`src/sv/elt_pkg.sv`:
```
// elt_pkg: types, constants and codes shared by the edge list table
// depends on nothing; used by elt_cell, elt_ctrl and edge_list_table_unit

package elt_pkg;

    localparam int CAPACITY    = 64;
    localparam int IDX_W       = $clog2(CAPACITY);
    localparam int CNT_W       = $clog2(CAPACITY + 1);
    localparam int NODE_W      = 8;
    localparam int TAG_W       = 32;
    localparam int LIMIT_W     = 7;
    localparam int COUNT_W     = 7;
    localparam int CMP_W       = (CNT_W > LIMIT_W) ? CNT_W : LIMIT_W;
    localparam int LIMIT_RESET = 64;
    localparam int IN_DATA_W   = 48;
    localparam int OUT_DATA_W  = 40;

    typedef enum logic [1:0] {
        REQ_INSERT   = 2'd0,
        REQ_CHECK    = 2'd1,
        REQ_REMOVE   = 2'd2,
        REQ_SET_INFO = 2'd3
    } req_t;

    typedef enum logic [1:0] {
        STAT_DONE      = 2'd0,
        STAT_NOT_FOUND = 2'd1,
        STAT_FULL      = 2'd2
    } status_t;

    typedef enum logic [1:0] {
        S_IDLE,
        S_RUN,
        S_HOLD
    } state_t;

    typedef struct packed {
        logic [NODE_W-1:0] src;
        logic [NODE_W-1:0] dst;
        logic [TAG_W-1:0]  tag;
    } entry_t;

    typedef struct packed {
        logic              active;
        req_t              req;
        logic [NODE_W-1:0] src;
        logic [NODE_W-1:0] dst;
        logic [TAG_W-1:0]  tag;
        logic              ins_ok;
        logic              found;
        logic [TAG_W-1:0]  hit_tag;
        logic [IDX_W-1:0]  idx;
    } wave_t;

endpackage

```
`src/sv/elt_ctrl.sv`:
```
// elt_ctrl: request sequencer, fill count, limit register and result register
// depends on elt_pkg; launches a wave into the cell chain and collects it at the end

module elt_ctrl (
    input  logic                        clk,
    input  logic                        rst_n,
    input  logic                        in_valid,
    output logic                        in_ready,
    input  elt_pkg::req_t               in_req,
    input  logic [elt_pkg::NODE_W-1:0]  in_src,
    input  logic [elt_pkg::NODE_W-1:0]  in_dst,
    input  logic [elt_pkg::TAG_W-1:0]   in_tag,
    input  logic                        cfg_valid,
    output logic                        cfg_ready,
    input  logic [elt_pkg::LIMIT_W-1:0] cfg_data,
    output logic                        out_valid,
    input  logic                        out_ready,
    output elt_pkg::status_t            out_status,
    output logic [elt_pkg::TAG_W-1:0]   out_tag,
    output logic [elt_pkg::COUNT_W-1:0] out_count,
    output logic [elt_pkg::CNT_W-1:0]   fill,
    output elt_pkg::wave_t              launch,
    input  elt_pkg::wave_t              exit_wave
);

    elt_pkg::state_t                state_reg;
    elt_pkg::state_t                state_next;
    logic [elt_pkg::LIMIT_W-1:0]    limit_reg;
    logic [elt_pkg::CNT_W-1:0]      fill_reg;
    logic [elt_pkg::CNT_W-1:0]      fill_next;
    logic                           launch_active_reg;
    elt_pkg::wave_t                 launch_reg;
    elt_pkg::wave_t                 launch_next;
    elt_pkg::status_t               res_status_reg;
    elt_pkg::status_t               res_status_next;
    logic [elt_pkg::TAG_W-1:0]      res_tag_reg;
    logic [elt_pkg::TAG_W-1:0]      res_tag_next;
    logic                           out_valid_reg;
    elt_pkg::status_t               out_status_reg;
    logic [elt_pkg::TAG_W-1:0]      out_tag_reg;
    logic [elt_pkg::COUNT_W-1:0]    out_count_reg;
    logic [elt_pkg::CMP_W-1:0]      act_limit;
    logic                           full;
    logic                           accept;
    logic                           finish;
    logic                           load_out;

    always_comb
    begin
        act_limit = (elt_pkg::CMP_W'(limit_reg) < elt_pkg::CMP_W'(elt_pkg::CAPACITY)) ?
                    elt_pkg::CMP_W'(limit_reg) : elt_pkg::CMP_W'(elt_pkg::CAPACITY);
        full = elt_pkg::CMP_W'(fill_reg) >= act_limit;
    end

    // next state
    always_comb
    begin
        state_next = state_reg;
        unique case (state_reg)
            elt_pkg::S_IDLE:
            begin
                if (in_valid)
                begin
                    state_next = elt_pkg::S_RUN;
                end
            end
            elt_pkg::S_RUN:
            begin
                if (exit_wave.active)
                begin
                    state_next = elt_pkg::S_HOLD;
                end
            end
            elt_pkg::S_HOLD:
            begin
                if (!out_valid_reg || out_ready)
                begin
                    state_next = elt_pkg::S_IDLE;
                end
            end
            default: state_next = elt_pkg::S_IDLE;
        endcase
    end

    // outputs
    always_comb
    begin
        in_ready = 1'b0;
        finish   = 1'b0;
        load_out = 1'b0;
        unique case (state_reg)
            elt_pkg::S_IDLE: in_ready = 1'b1;
            elt_pkg::S_RUN:  finish   = exit_wave.active;
            elt_pkg::S_HOLD: load_out = !out_valid_reg || out_ready;
            default: ;
        endcase
        accept = in_valid && in_ready;
    end

    always_comb
    begin
        launch_next         = launch_reg;
        launch_next.active  = 1'b0;
        if (accept)
        begin
            launch_next.req     = in_req;
            launch_next.src     = in_src;
            launch_next.dst     = in_dst;
            launch_next.tag     = in_tag;
            launch_next.ins_ok  = !((in_req == elt_pkg::REQ_INSERT) && full);
            launch_next.found   = 1'b0;
            launch_next.hit_tag = '0;
            launch_next.idx     = '0;
        end

        fill_next       = fill_reg;
        res_status_next = res_status_reg;
        res_tag_next    = res_tag_reg;
        if (finish)
        begin
            res_tag_next = exit_wave.found ? exit_wave.hit_tag : '0;
            if (!exit_wave.ins_ok)
            begin
                res_status_next = elt_pkg::STAT_FULL;
            end
            else if (exit_wave.req == elt_pkg::REQ_INSERT)
            begin
                res_status_next = elt_pkg::STAT_DONE;
                fill_next       = elt_pkg::CNT_W'(fill_reg + 1'b1);
            end
            else if (exit_wave.found)
            begin
                res_status_next = elt_pkg::STAT_DONE;
                if (exit_wave.req == elt_pkg::REQ_REMOVE)
                begin
                    fill_next = elt_pkg::CNT_W'(fill_reg - 1'b1);
                end
            end
            else
            begin
                res_status_next = elt_pkg::STAT_NOT_FOUND;
            end
        end
    end

    always_ff @(posedge clk or negedge rst_n)
    begin
        if (!rst_n)
        begin
            state_reg         <= elt_pkg::S_IDLE;
            limit_reg         <= elt_pkg::LIMIT_W'(elt_pkg::LIMIT_RESET);
            fill_reg          <= '0;
            launch_active_reg <= 1'b0;
            out_valid_reg     <= 1'b0;
        end
        else
        begin
            state_reg         <= state_next;
            fill_reg          <= fill_next;
            launch_active_reg <= accept;
            if (cfg_valid)
            begin
                limit_reg <= cfg_data;
            end
            if (load_out)
            begin
                out_valid_reg <= 1'b1;
            end
            else if (out_ready)
            begin
                out_valid_reg <= 1'b0;
            end
        end
    end

    always_ff @(posedge clk)
    begin
        launch_reg     <= launch_next;
        res_status_reg <= res_status_next;
        res_tag_reg    <= res_tag_next;
        if (load_out)
        begin
            out_status_reg <= res_status_reg;
            out_tag_reg    <= res_tag_reg;
            out_count_reg  <= elt_pkg::COUNT_W'(fill_reg);
        end
    end

    always_comb
    begin
        launch        = launch_reg;
        launch.active = launch_active_reg;
    end

    assign cfg_ready  = 1'b1;
    assign fill       = fill_reg;
    assign out_valid  = out_valid_reg;
    assign out_status = out_status_reg;
    assign out_tag    = out_tag_reg;
    assign out_count  = out_count_reg;

endmodule

```
`config.mk`:
```
export PLATFORM = sky130hd
export DESIGN_NAME = elt_ctrl
export DESIGN_NICKNAME = d
export VERILOG_FILES = /design/src/sv/elt_pkg.sv /design/src/sv/elt_ctrl.sv
export SDC_FILE = /design/constraint.sdc
export NUM_CORES = 1
export LEC_CHECK = 0
export ABC_AREA = 1
export BUFFER_PORTS_ARGS = -buffer_cell sky130_fd_sc_hd__buf_2
export CAP_MARGIN = 20
export CORE_AREA = 2 2 115 117
export CTS_BUF_LIST = sky130_fd_sc_hd__clkbuf_16
export CTS_CLUSTER_SIZE = 24
export DETAILED_ROUTE_END_ITERATION = 10
export DIE_AREA = 0 0 117 119
export GPL_TIMING_DRIVEN = 1
export PLACE_DENSITY = 0.78
export REMOVE_ABC_BUFFERS = 1
export SYNTH_ARGS = -nofsm -noshare
export SYNTH_HDL_FRONTEND = slang
export SYNTH_SLANG_ARGS = --single-unit
export TNS_END_PERCENT = 1
```
`constraint.sdc`:
```
create_clock -name clk -period 4.6 [get_ports clk]
set_clock_uncertainty 0.05 [all_clocks]
set_input_delay 1.15 -clock clk [delete_from_list [all_inputs] [get_ports clk]]
set_output_delay 1.15 -clock clk [all_outputs]
set_load 0.01 [all_outputs]
```
==> impl_metrics.json <==
{
  "utilization_pct": 56.6,
  "die_area_um2": 13900,
  "die_w_um": 117,
  "tns_ns": 0,
  "grt_max_degree": 39,
  "postSynthAreaPerCell_um2": 14.4,
  "synthCells": 386,
  "finalMaxSlewViolations": 0,
  "critical_path_class": "reg2out",
  "core_area_um2": 12900,
  "cp_max_fo": 4,
  "stdcell_area_um2": 7280,
  "period_share_pct": 50.6,
  "initial_utilization_pct": 43.1,
  "status": "finished clean",
  "drv_cap": 0,
  "largest_reg_flops": 51,
  "antenna_found_initial": 0,
  "r2r_cells": 5,
  "yosysSeqAreaShare_pct": 76.4,
  "final-setup-viol-count": 0,
  "hold_viol": 0,
  "io_pins": 295,
  "cts_buffers": 17,
  "power_leakage_nw": 3.41,
  "hold_class": "reg2reg",
  "portBuffers": 200,
  "max-slew-margin-rel_pct": 60.6,
  "firstDrtPassIters": 4,
  "die_h_um": 119,
  "crit_required_ns": 3.40,
  "avgRoutedWirePerCell_um": 13.5,
  "ant_nets": 0,
  "grt_overflow": 0,
  "cts_max_level": 4,
  "gr-usage-all-layers_pct": 15.1,
  "wl_met3_um": 870,
  "timing.fmax_mhz": 430,
  "n_antenna_cell": 0,
  "startpoint_type": "flip-flop",
  "grt_pass1_vias": 3312,
  "via_per_inst": 4.32,
  "cts.sinks": 144,
  "grt_pass1_wl_um": 15400,
  "ys_ff_latch": 144,
  "fin_crit_ns": 2.33,
  "whs_path_depth": 0,
  "nNetsFinal": 767,
  "crit_path_end_kind": "output port",
  "dpl_cell_area_um2": 6630,
  "drcViolationCount": 0,
  "total_power_w": 0.00409,
  "cts_resized": 0,
  "syn_area_um2": 5550,
  "yosysWarnings": 0,
  "hpwl_um": 7790,
  "worst_pin_slew_ns": 0.591,
  "cts_setup_buffers": 0,
  "syn_to_final_growth_pct": 31.3,
  "synth_cell_types": 29,
  "num-fill-cells": 1008,
  "wl_um": 10700,
  "rows": 42,
  "layout-drive-gt1-share_pct": 40.3,
  "drtIter0Drc": 179,
  "arrival_ns": 1.13,
  "cts_hold_buf": 0,
  "clock_path_buffers": 2,
  "clk_latency_ns": 0.41,
  "rsz0062_at_grt": "false",
  "gp_congestion": 0.868,
  "stdcell_count": 789,
  "peakVddDrop_mv": 0.256,
  "cts_root_buf": "clkbuf_16",
  "power_density_nw_per_um2": 561,
  "post-place-cells": 757,
  "cts.reportedPaths.clkPinSlew_ns": 0.06,
  "vias": 3410,
  "routed.top_layer": "met4",
  "wl_met1_um": 3990,
  "cts_tree": "yes",
  "wl_met2_um": 5460
}
cell families after synthesis:
group | count (synthesis) | synth area share [%]
buffers and inverters | 101 | 9.88
adders and majority gates | 13 | 3.07
xor gates and xnor gates | 2 | 0.316
muxes | 5 | 1.02
and+or+nand+nor | 105 | 7.81
other | 2 | 0.135
DFF | 144 | 76.4
AOI/OAI and AO/OA | 14 | 1.40
final cells by class:
cell class / instances / area, µm² / area share (%)
Sequential cell: 144 / 4240 / 58.2
Timing Repair Buffer: 204 / 1060 / 14.5
Multi-Input combinational cell: 179 / 920 / 12.6
Clock buffer: 17 / 425 / 5.84
Inverter: 55 / 220 / 3.02
Tap cell: 176 / 220 / 3.02
Clock inverter: 14 / 206 / 2.83
critical path: stages, from the launching register on:
cell and delay [ns]:
dfrtp_1 0.41, nor2_1 0.14, buf_2 0.16
per-stage QoR:
step / hold WS (ns) / setup slack, ns
after floorplan: 0.350 / 0.737
after global placement: 0.350 / 1.73
after detailed placement: 0.355 / 1.67
after CTS: 0.368 / 2.11
after global routing: 0.373 / 2.18
final: 0.367 / 2.27
worst paths after layout:
check                                 from           end  slack (ns)
min in group asynchronous            rst_n       fill[2]        0.61
min                        res_tag_reg[26]   out_tag[26]        0.37
min reg2reg                res_tag_reg[26]   out_tag[26]        0.37
max                           state_reg[0]      in_ready        2.27
max reg2reg                   state_reg[0]    launch[72]        2.84
max in group asynchronous            rst_n  limit_reg[6]        3.56
placed cells by master (no fill, tap or decap):
cell type / n
nand3_1: 10
bufinv_8: 1
clkbuf_16: 17
o21a_1: 1
nand3b_1: 1
dfrtp_1: 17
nor3_1: 1
buf_4: 2
fa_1: 1
conb_1: 40
nor2_1: 10
o21ai_1: 1
ha_1: 12
nor3_4: 1
inv_8: 3
nand4_1: 1
clkinvlp_4: 3
o21ai_2: 1
xnor2_1: 1
inv_6: 2
o21ai_0: 4
a21oi_1: 6
inv_1: 54
inv_2: 1
xor2_1: 1
bufinv_16: 4
nor2_4: 2
dfstp_2: 1
clkinv_4: 1
buf_12: 2
buf_2: 200
o22ai_1: 1
nand3_2: 1
nand2_1: 78
edfxtp_1: 126
mux2_2: 5
synth_stat cells, drive strengths merged:
master,count,share of area [%]
o21a,1,0.14
o21ai,6,0.61
dfstp,1,0.47
a21oi,6,0.54
fa,1,0.36
nand3b,1,0.14
nor2,12,0.81
bufinv,1,0.32
o22ai,1,0.11
nand3,11,1.1
xor2,1,0.16
edfxtp,126,68
conb,2,0.14
mux2,5,1.0
nand4,1,0.11
inv,54,3.7
dfrtp,17,7.7
xnor2,1,0.16
clkbuf,4,0.27
buf,42,5.6
nand2,78,5.3
nor3,2,0.38
ha,12,2.7
per-layer routing:
metal,track usage (%),up-vias
li1,-,1642
met1,15.2,1543
met2,26.4,192
met3,4.83,33
met4,9.56,0
met5,0,-
report_power, final:
part           internal [W]  leakage (nW)  switching, W  total [W]
Clock              0.000916         0.303      0.000533    0.00145
Combinational      0.000306          1.71      0.000503   0.000809
Sequential          0.00172          1.39      0.000108    0.00183
Total               0.00294          3.41       0.00114    0.00409
No activity file was read; power rests on OpenSTA's default activity.
