`src/sv/elt_pkg.sv`:
```
// elt_pkg: types, constants and codes shared by the edge list table
// depends on nothing; used by elt_cell, elt_ctrl and edge_list_table_unit

package elt_pkg;

    localparam int CAPACITY    = 64;
    localparam int IDX_W       = $clog2(CAPACITY);
    localparam int CNT_W       = $clog2(CAPACITY + 1);
    localparam int NODE_W      = 8;
    localparam int TAG_W       = 32;
    localparam int LIMIT_W     = 7;
    localparam int COUNT_W     = 7;
    localparam int CMP_W       = (CNT_W > LIMIT_W) ? CNT_W : LIMIT_W;
    localparam int LIMIT_RESET = 64;
    localparam int IN_DATA_W   = 48;
    localparam int OUT_DATA_W  = 40;

    typedef enum logic [1:0] {
        REQ_INSERT   = 2'd0,
        REQ_CHECK    = 2'd1,
        REQ_REMOVE   = 2'd2,
        REQ_SET_INFO = 2'd3
    } req_t;

    typedef enum logic [1:0] {
        STAT_DONE      = 2'd0,
        STAT_NOT_FOUND = 2'd1,
        STAT_FULL      = 2'd2
    } status_t;

    typedef enum logic [1:0] {
        S_IDLE,
        S_RUN,
        S_HOLD
    } state_t;

    typedef struct packed {
        logic [NODE_W-1:0] src;
        logic [NODE_W-1:0] dst;
        logic [TAG_W-1:0]  tag;
    } entry_t;

    typedef struct packed {
        logic              active;
        req_t              req;
        logic [NODE_W-1:0] src;
        logic [NODE_W-1:0] dst;
        logic [TAG_W-1:0]  tag;
        logic              ins_ok;
        logic              found;
        logic [TAG_W-1:0]  hit_tag;
        logic [IDX_W-1:0]  idx;
    } wave_t;

endpackage

```
`src/sv/elt_cell.sv`:
```
// elt_cell: one table entry with its compare, insert and shift-down logic
// depends on elt_pkg; chained by edge_list_table_unit

module elt_cell (
    input  logic                      clk,
    input  logic                      rst_n,
    input  logic [elt_pkg::CNT_W-1:0] fill,
    input  elt_pkg::wave_t            wave_in,
    output elt_pkg::wave_t            wave_out,
    input  elt_pkg::entry_t           right_entry,
    input  logic                      right_shift,
    output elt_pkg::entry_t           entry_out,
    output logic                      shift_out
);

    elt_pkg::entry_t entry_reg;
    elt_pkg::entry_t entry_next;
    elt_pkg::wave_t  wave_reg;
    elt_pkg::wave_t  wave_next;
    logic            active_reg;
    logic            active_next;
    logic            occupied;
    logic            hit;
    logic            ins_here;

    always_comb
    begin
        occupied = wave_in.active &&
                   (elt_pkg::CNT_W'(wave_in.idx) < fill);
        hit = occupied && !wave_in.found && (wave_in.req != elt_pkg::REQ_INSERT) &&
              (entry_reg.src == wave_in.src) && (entry_reg.dst == wave_in.dst);
        ins_here = wave_in.active && (wave_in.req == elt_pkg::REQ_INSERT) &&
                   wave_in.ins_ok && (elt_pkg::CNT_W'(wave_in.idx) == fill);
        shift_out = wave_in.active && (wave_in.req == elt_pkg::REQ_REMOVE) &&
                    wave_in.found;

        entry_next = entry_reg;
        if (right_shift)
        begin
            entry_next = right_entry;
        end
        else if (ins_here)
        begin
            entry_next.src = wave_in.src;
            entry_next.dst = wave_in.dst;
            entry_next.tag = wave_in.tag;
        end
        else if (hit && (wave_in.req == elt_pkg::REQ_SET_INFO))
        begin
            entry_next.tag = wave_in.tag;
        end

        wave_next       = wave_in;
        wave_next.idx   = elt_pkg::IDX_W'(wave_in.idx + 1'b1);
        wave_next.found = wave_in.found | hit;
        if (hit)
        begin
            wave_next.hit_tag = (wave_in.req == elt_pkg::REQ_SET_INFO) ?
                                wave_in.tag : entry_reg.tag;
        end
        active_next = wave_in.active;
    end

    always_ff @(posedge clk or negedge rst_n)
    begin
        if (!rst_n)
        begin
            active_reg <= 1'b0;
        end
        else
        begin
            active_reg <= active_next;
        end
    end

    always_ff @(posedge clk)
    begin
        entry_reg <= entry_next;
        wave_reg  <= wave_next;
    end

    always_comb
    begin
        wave_out        = wave_reg;
        wave_out.active = active_reg;
    end

    assign entry_out = entry_reg;

endmodule

```
`config.mk`:
```
export PLATFORM = sky130hd
export DESIGN_NAME = elt_cell
export DESIGN_NICKNAME = d
export VERILOG_FILES = /design/src/sv/elt_pkg.sv /design/src/sv/elt_cell.sv
export SDC_FILE = /design/constraint.sdc
export NUM_CORES = 1
export LEC_CHECK = 0
export BUFFER_PORTS_ARGS = -buffer_cell sky130_fd_sc_hd__buf_2
export CORE_UTILIZATION = 28
export DETAILED_ROUTE_END_ITERATION = 7
export GPL_TIMING_DRIVEN = 1
export PLACE_DENSITY = 0.6
export SETUP_SLACK_MARGIN = 0.2
export SLEW_MARGIN = 20
export SYNTH_ARGS = -nofsm -noshare
export SYNTH_HDL_FRONTEND = slang
export SYNTH_SLANG_ARGS = --single-unit
```
`constraint.sdc`:
```
create_clock -name clk -period 2.4 [get_ports clk]
set_input_delay 0.48 -clock clk [delete_from_list [all_inputs] [get_ports clk]]
set_output_delay 0.48 -clock clk [all_outputs]
set_load 0.1 [all_outputs]
```
==> metrics.csv, run 1 <==
metric;value;unit
status;complete, no violations;
synthesis.area;5181;um^2
core;18020;um^2
cellLeakagePower;0.003644;uW
end_kind;flop;
period_needed;2.288;ns
numPortBuffers;288;
fin_tns_setup;0;ns
yosysTopAreaCellShare;34.77;%
rr_worst_depth;8;
tightest_slew;0.5221;ns
irDropWorstVdd;0.5065;mV
cts.sinks;139;
drtIter0Drc;83;
fin_cells;892;
drt_pre_antenna_iters;4;
crit_type;reg2reg;
slowest_stage;edfxtp_1;
tritoncts;yes;
start_kind;flop;
cp_top_family;simple AND/OR/NAND/NOR gates;
crit_buf_inv;3;
insertion_delay;0.41;ns
synth_fp_nets;480;
num_rows;49;
dieWidth;138.0;um
fin_crit_sh;95.34;%
dp.cells;852;
antenna_found_initial;0;
ys_warn_count;0;
cp.arrival;2.59;ns
multiInputGateArea;1851;um^2
synth_area_leaders;dfxtp_1, edfxtp_1, mux2_2;
top_level_ports;289;
timing.fmax;0.4370;GHz
overflow;0;
yosysTopAreaCell;dfxtp_1;
power_density;913.7;nW/um^2
avgViaCountPerCell;4.312;
layout_common_cells;buf_2, dfxtp_1, mux2_2;
relSlewSlack;65.44;%
grt_max_degree;30;
ctsHtreeMaxLevel;4;
power;7209;uW
hold_class;in2reg;
worstPathRequired;2.70;ns
cp_num_cells;8;
root_buffer;clkbuf_16;
grt.total_usage;15.29;%
regArea;3268;um^2
fin_area;7890;um^2
max_stage_delay;0.40;ns
clkSlewWorstSetupHoldPaths;0.06;ns
setup_viol;0;
routed-via-count;3846;
grt_pass1_wl;22510;um
totalWireLength;14750;um
synth_cells;324;
place_congestion;0.8203;
avgSynthCellArea;15.99;um^2
routedWlPerCell;16.53;um
drc_errors;0;
clk_path_buf_depth;2;
grt_pass1_vias;4228;
clock_skew;0.006132;ns
insertedDiodeCount;0;
dieArea;19050;um^2
area_growth;52.28;%
drive_gt1_share;70.44;%
cts_made_buffers;17;
final_common_cell;buf_2;
post_dp_cell_area;7084;um^2
hold_viol;0;
synth_cell_types;28;
grt_setup_unrepaired;true;
hpwl;11120;um
fillers;1716;
die_h;138.0;um
worstPathMaxFanout;7;
nets;806;
min_path_cells;1;
slew_violations;0;
largest_reg_flops;90;
ant_nets;0;
start_util;28.74;%
synth_seq_cells;139;
maxCapViolCount;0;
synth-seq-area-share;63.08;%
path_cells;xor2_1 > nor4_4 > nand4_1 > a2111oi_4 > buf_6 > buf_12 > clkbuf_16 > mux2_4;
## worst paths after layout
check | from | endpoint | slack, ns
setup / recovery | entry_out[38] | wave_out[11] | 0.11
hold / removal | wave_in[39] | wave_out[39] | 0.19
setup reg to reg | entry_out[38] | wave_out[11] | 0.11
hold reg to reg | entry_out[16] | wave_out[22] | 0.63
max in group asynchronous | rst_n | active_reg | 1.93
min in group asynchronous | rst_n | active_reg | 0.38
## through the flow
stage               hold slack [ns]  worst slack, ns  util (%)
floorplan                    0.1844          -0.5900         -
global placement             0.2572          -0.1877     39.30
detailed placement           0.2604          -0.2428     39.30
CTS                          0.1682           0.1282     43.12
global route                 0.1681          0.03907     43.77
finish                       0.1875           0.1118     43.77
## power breakdown
group | internal (uW) | switching [uW] | leakage [uW]
clock | 1680 | 1000 | 0.000295
combinational | 408 | 1440 | 0.00211
sequential | 2610 | 63.2 | 0.00124
total | 4700 | 2510 | 0.00364
## cells in the mapped netlist
master     instances
a2111oi_1          1
a2111oi_4          1
a21oi_1            2
a31o_2             2
a31oi_1            1
and3_1             4
and4b_1            1
buf_1              4
buf_4              1
buf_6              3
clkbuf_1           4
dfrtp_1            1
dfxtp_1           90
edfxtp_1          48
ha_1               7
inv_1              9
mux2_2            84
mux2_4            28
nand2_1            2
nand3_1            3
nand4_1            2
nor2_1             2
nor4_1             1
nor4_2             1
o21ai_0            1
or2_2              1
xnor2_1            9
xor2_1            11
## cell type report
class                      count  area share [%]
inverter                       9          0.4282
clock inverter                 9           1.380
multi-input combinational    164           23.45
timing repair buffer         319           23.36
tap                          229           3.631
sequential                   139           41.42
clock buffer                  23           6.327
## layer usage
layer / routed length, um / part of all wire [%] / global-route usage, % / vias to the layer above
li1: - / - / - / 1831
met1: 6083 / 41 / 16.69 / 1834
met2: 7434 / 50 / 26.95 / 152
met3: 809 / 5.5 / 4.053 / 29
met4: 422 / 2.9 / 8.271 / 0
met5: 0 / 0 / 0 / -
## repair_timing
item                                    4_1_cts  5_1_grt
hold buffers                                  1        0
cloned                                        1        3
endpoints found under the setup margin       61       64
resized for setup                             3        9
pin swaps                                     0        5
setup buffers                                 3        0
endpoints found under the hold margin         1        0
## logic make-up (layout without fill, tap and decap cells)
| family | count (synthesis) | in the layout | share of synthesized area [%] |
|---|---|---|---|
| flip-flops | 139 | 139 | 63.08 |
| multiplexers | 112 | 112 | 26.37 |
| buffers and inverters | 21 | 360 | 2.028 |
| XOR/XNOR | 20 | 20 | 3.381 |
| AND/OR/NAND/NOR | 17 | 17 | 1.980 |
| AO/OA/AOI/OAI | 8 | 8 | 1.473 |
| adder cells (fa/ha/maj) | 7 | 7 | 1.690 |
Note: power is estimated with default switching activity, not from simulation.
==> run 2, diff against run 1 <==
--- a/config.mk
+++ b/config.mk
@@ -6,10 +6,12 @@
 export NUM_CORES = 1
 export LEC_CHECK = 0
 export BUFFER_PORTS_ARGS = -buffer_cell sky130_fd_sc_hd__buf_2
+export CELL_PAD_IN_SITES_DETAIL_PLACEMENT = 0
+export CELL_PAD_IN_SITES_GLOBAL_PLACEMENT = 1
 export CORE_UTILIZATION = 28
 export DETAILED_ROUTE_END_ITERATION = 7
 export GPL_TIMING_DRIVEN = 1
-export PLACE_DENSITY = 0.6
+export PLACE_DENSITY = 0.73
 export SETUP_SLACK_MARGIN = 0.2
 export SLEW_MARGIN = 20
 export SYNTH_ARGS = -nofsm -noshare
==> run 2 against run 1 <==
  * Die area unchanged
  * Final cell count is 0.56% lower
  * Via count down 0.49%
  * Register-to-register slack better by 0.03 ns
  * Sequential cell count is the same
  * Clock power down 2%
  * Critical path type unchanged
==> metrics.csv, run 2 (synthesized netlist as in run 1, its figures left out) <==
metric;value;unit
status;complete, no violations;
antenna_found_initial;0;
timing.fmax;0.4427;GHz
crit_buf_inv;2;
start_util;28.74;%
cellLeakagePower;0.003562;uW
clk_path_buf_depth;2;
pre_cts_ws;-0.1335;ns
holdWs;0.1872;ns
start_kind;flop;
maxCapViolCount;0;
drt_pre_antenna_iters;4;
crit_path_start;entry_out[34];
rr_worst_depth;7;
cts_made_buffers;17;
slew_violations;0;
end_kind;flop;
overflow;0;
place_congestion;0.8050;
setup_viol;0;
hpwl;10970;um
min_path_cells;1;
worstPathMaxFanout;11;
irDropWorstVdd;0.4526;mV
final_common_cell;buf_2;
layout_common_cells;buf_2, dfxtp_1, mux2_2;
grt_max_degree;33;
insertion_delay;0.41;ns
cp_top_family;compound AO/OA/AOI/OAI gates;
routed-via-count;3827;
clock_skew;0.005000;ns
grt.total_usage;15.11;%
core;18020;um^2
totalWireLength;14580;um
nets;801;
power_density;920.4;nW/um^2
cts.sinks;139;
fin_crit_sh;94.11;%
crit_end;entry_out[28];
crit_type;reg2reg;
num_rows;49;
routedWlPerCell;16.44;um
avgViaCountPerCell;4.315;
post_dp_cell_area;7057;um^2
r2r_slack;0.14;ns
numPortBuffers;288;
slowest_stage;edfxtp_1;
fin_area;7751;um^2
top_level_ports;289;
timing.rr.start;entry_out[34];
drive_gt1_share;70.21;%
grt_pass1_wl;22190;um
tightest_slew;0.5298;ns
area_growth;49.60;%
ant_nets;0;
tritoncts;yes;
grt_setup_unrepaired;true;
worstPathRequired;2.53;ns
relSlewSlack;64.92;%
insertedDiodeCount;0;
die_h;138.0;um
period_needed;2.259;ns
hold_viol;0;
path_cells;xor2_1 > nor4_1 > nand4_1 > a2111oi_4 > buf_6 > a31o_4 > clkbuf_16;
grt_pass1_vias;4127;
fin_tns_setup;0;ns
root_buffer;clkbuf_16;
drtIter0Drc;73;
ctsHtreeMaxLevel;4;
max_stage_delay;0.41;ns
dieWidth;138.0;um
dieArea;19050;um^2
hold_class;in2reg;
cp_num_cells;7;
drc_errors;0;
worst_slack;0.1413;ns
cp.arrival;2.39;ns
clkSlewWorstSetupHoldPaths;0.06;ns
reg2reg_to;entry_out[28];
largest_reg_flops;90;
==> run 2: cell types whose count changed in the layout (fill, tap and decap cells not counted), sizes merged <==
cell and change:
buf -4, clkinvlp +3, clkbuf -7, clkinv -2
inv +5
==> run 2: cell type report <==
type | instances | area (um^2)
fillers | 1728 | 10270
inverters | 9 | 33.78
clock inverters | 15 | 162.7
flip-flops and latches | 139 | 3268
repair buffers | 314 | 1755
clock buffers | 17 | 425.4
well taps | 229 | 286.5
multi-input cells | 164 | 1819
==> run 2: power breakdown <==
part	switching (uW)	internal (uW)	total, uW
registers	62.7	2610	2680
clock network	1080	1550	2630
logic	1440	396	1830
==> run 2: per-layer routing <==
| metal | global-route usage (%) | wire length (um) |
|---|---|---|
| met2 | 25.82 | 7268 |
| met5 | 0 | 0 |
| met1 | 17.09 | 6013 |
| met4 | 6.304 | 297 |
| met3 | 5.265 | 1005 |
==> run 2: repair_timing <==
| item | 4_1_cts | 5_1_grt |
|---|---|---|
| buffers inserted | 0 | 1 |
| endpoints found under the hold margin | 1 | 0 |
| cloned | 0 | 3 |
| hold buffers | 1 | 0 |
| setup endpoints to repair | 56 | 64 |
| resized for setup | 2 | 2 |
==> run 2: through the flow <==
step | instances | power, uW | utilization, %
floorplan | 324 | 4155 | -
global placement | 850 | 4547 | 39.15
detailed placement | 850 | 4561 | 39.15
CTS | 883 | 7236 | 42.51
global route | 887 | 7408 | 43.00
finish | 887 | 7134 | 43.00
==> run 2: worst reg2reg max path, cell delays in order (launching register included) <==
cell and delay, ns:
edfxtp_1 0.41, xor2_1 0.16, nor4_1 0.31, nand4_1 0.20, a2111oi_4 0.32, buf_6 0.18
a31o_4 0.21, clkbuf_16 0.18
==> run 2: worst min-delay path by stage <==
| stage | from | to | slack [ns] |
|---|---|---|---|
| 2_1_floorplan | rst_n | active_reg | 0.18 |
| 3_3_place_gp | rst_n | active_reg | 0.25 |
| 3_5_place_dp | rst_n | active_reg | 0.26 |
| 4_1_cts | wave_in[58] | wave_out[58] | 0.17 |
| 5_1_grt | wave_in[58] | wave_out[58] | 0.17 |
| 6_report | wave_in[58] | wave_out[58] | 0.19 |
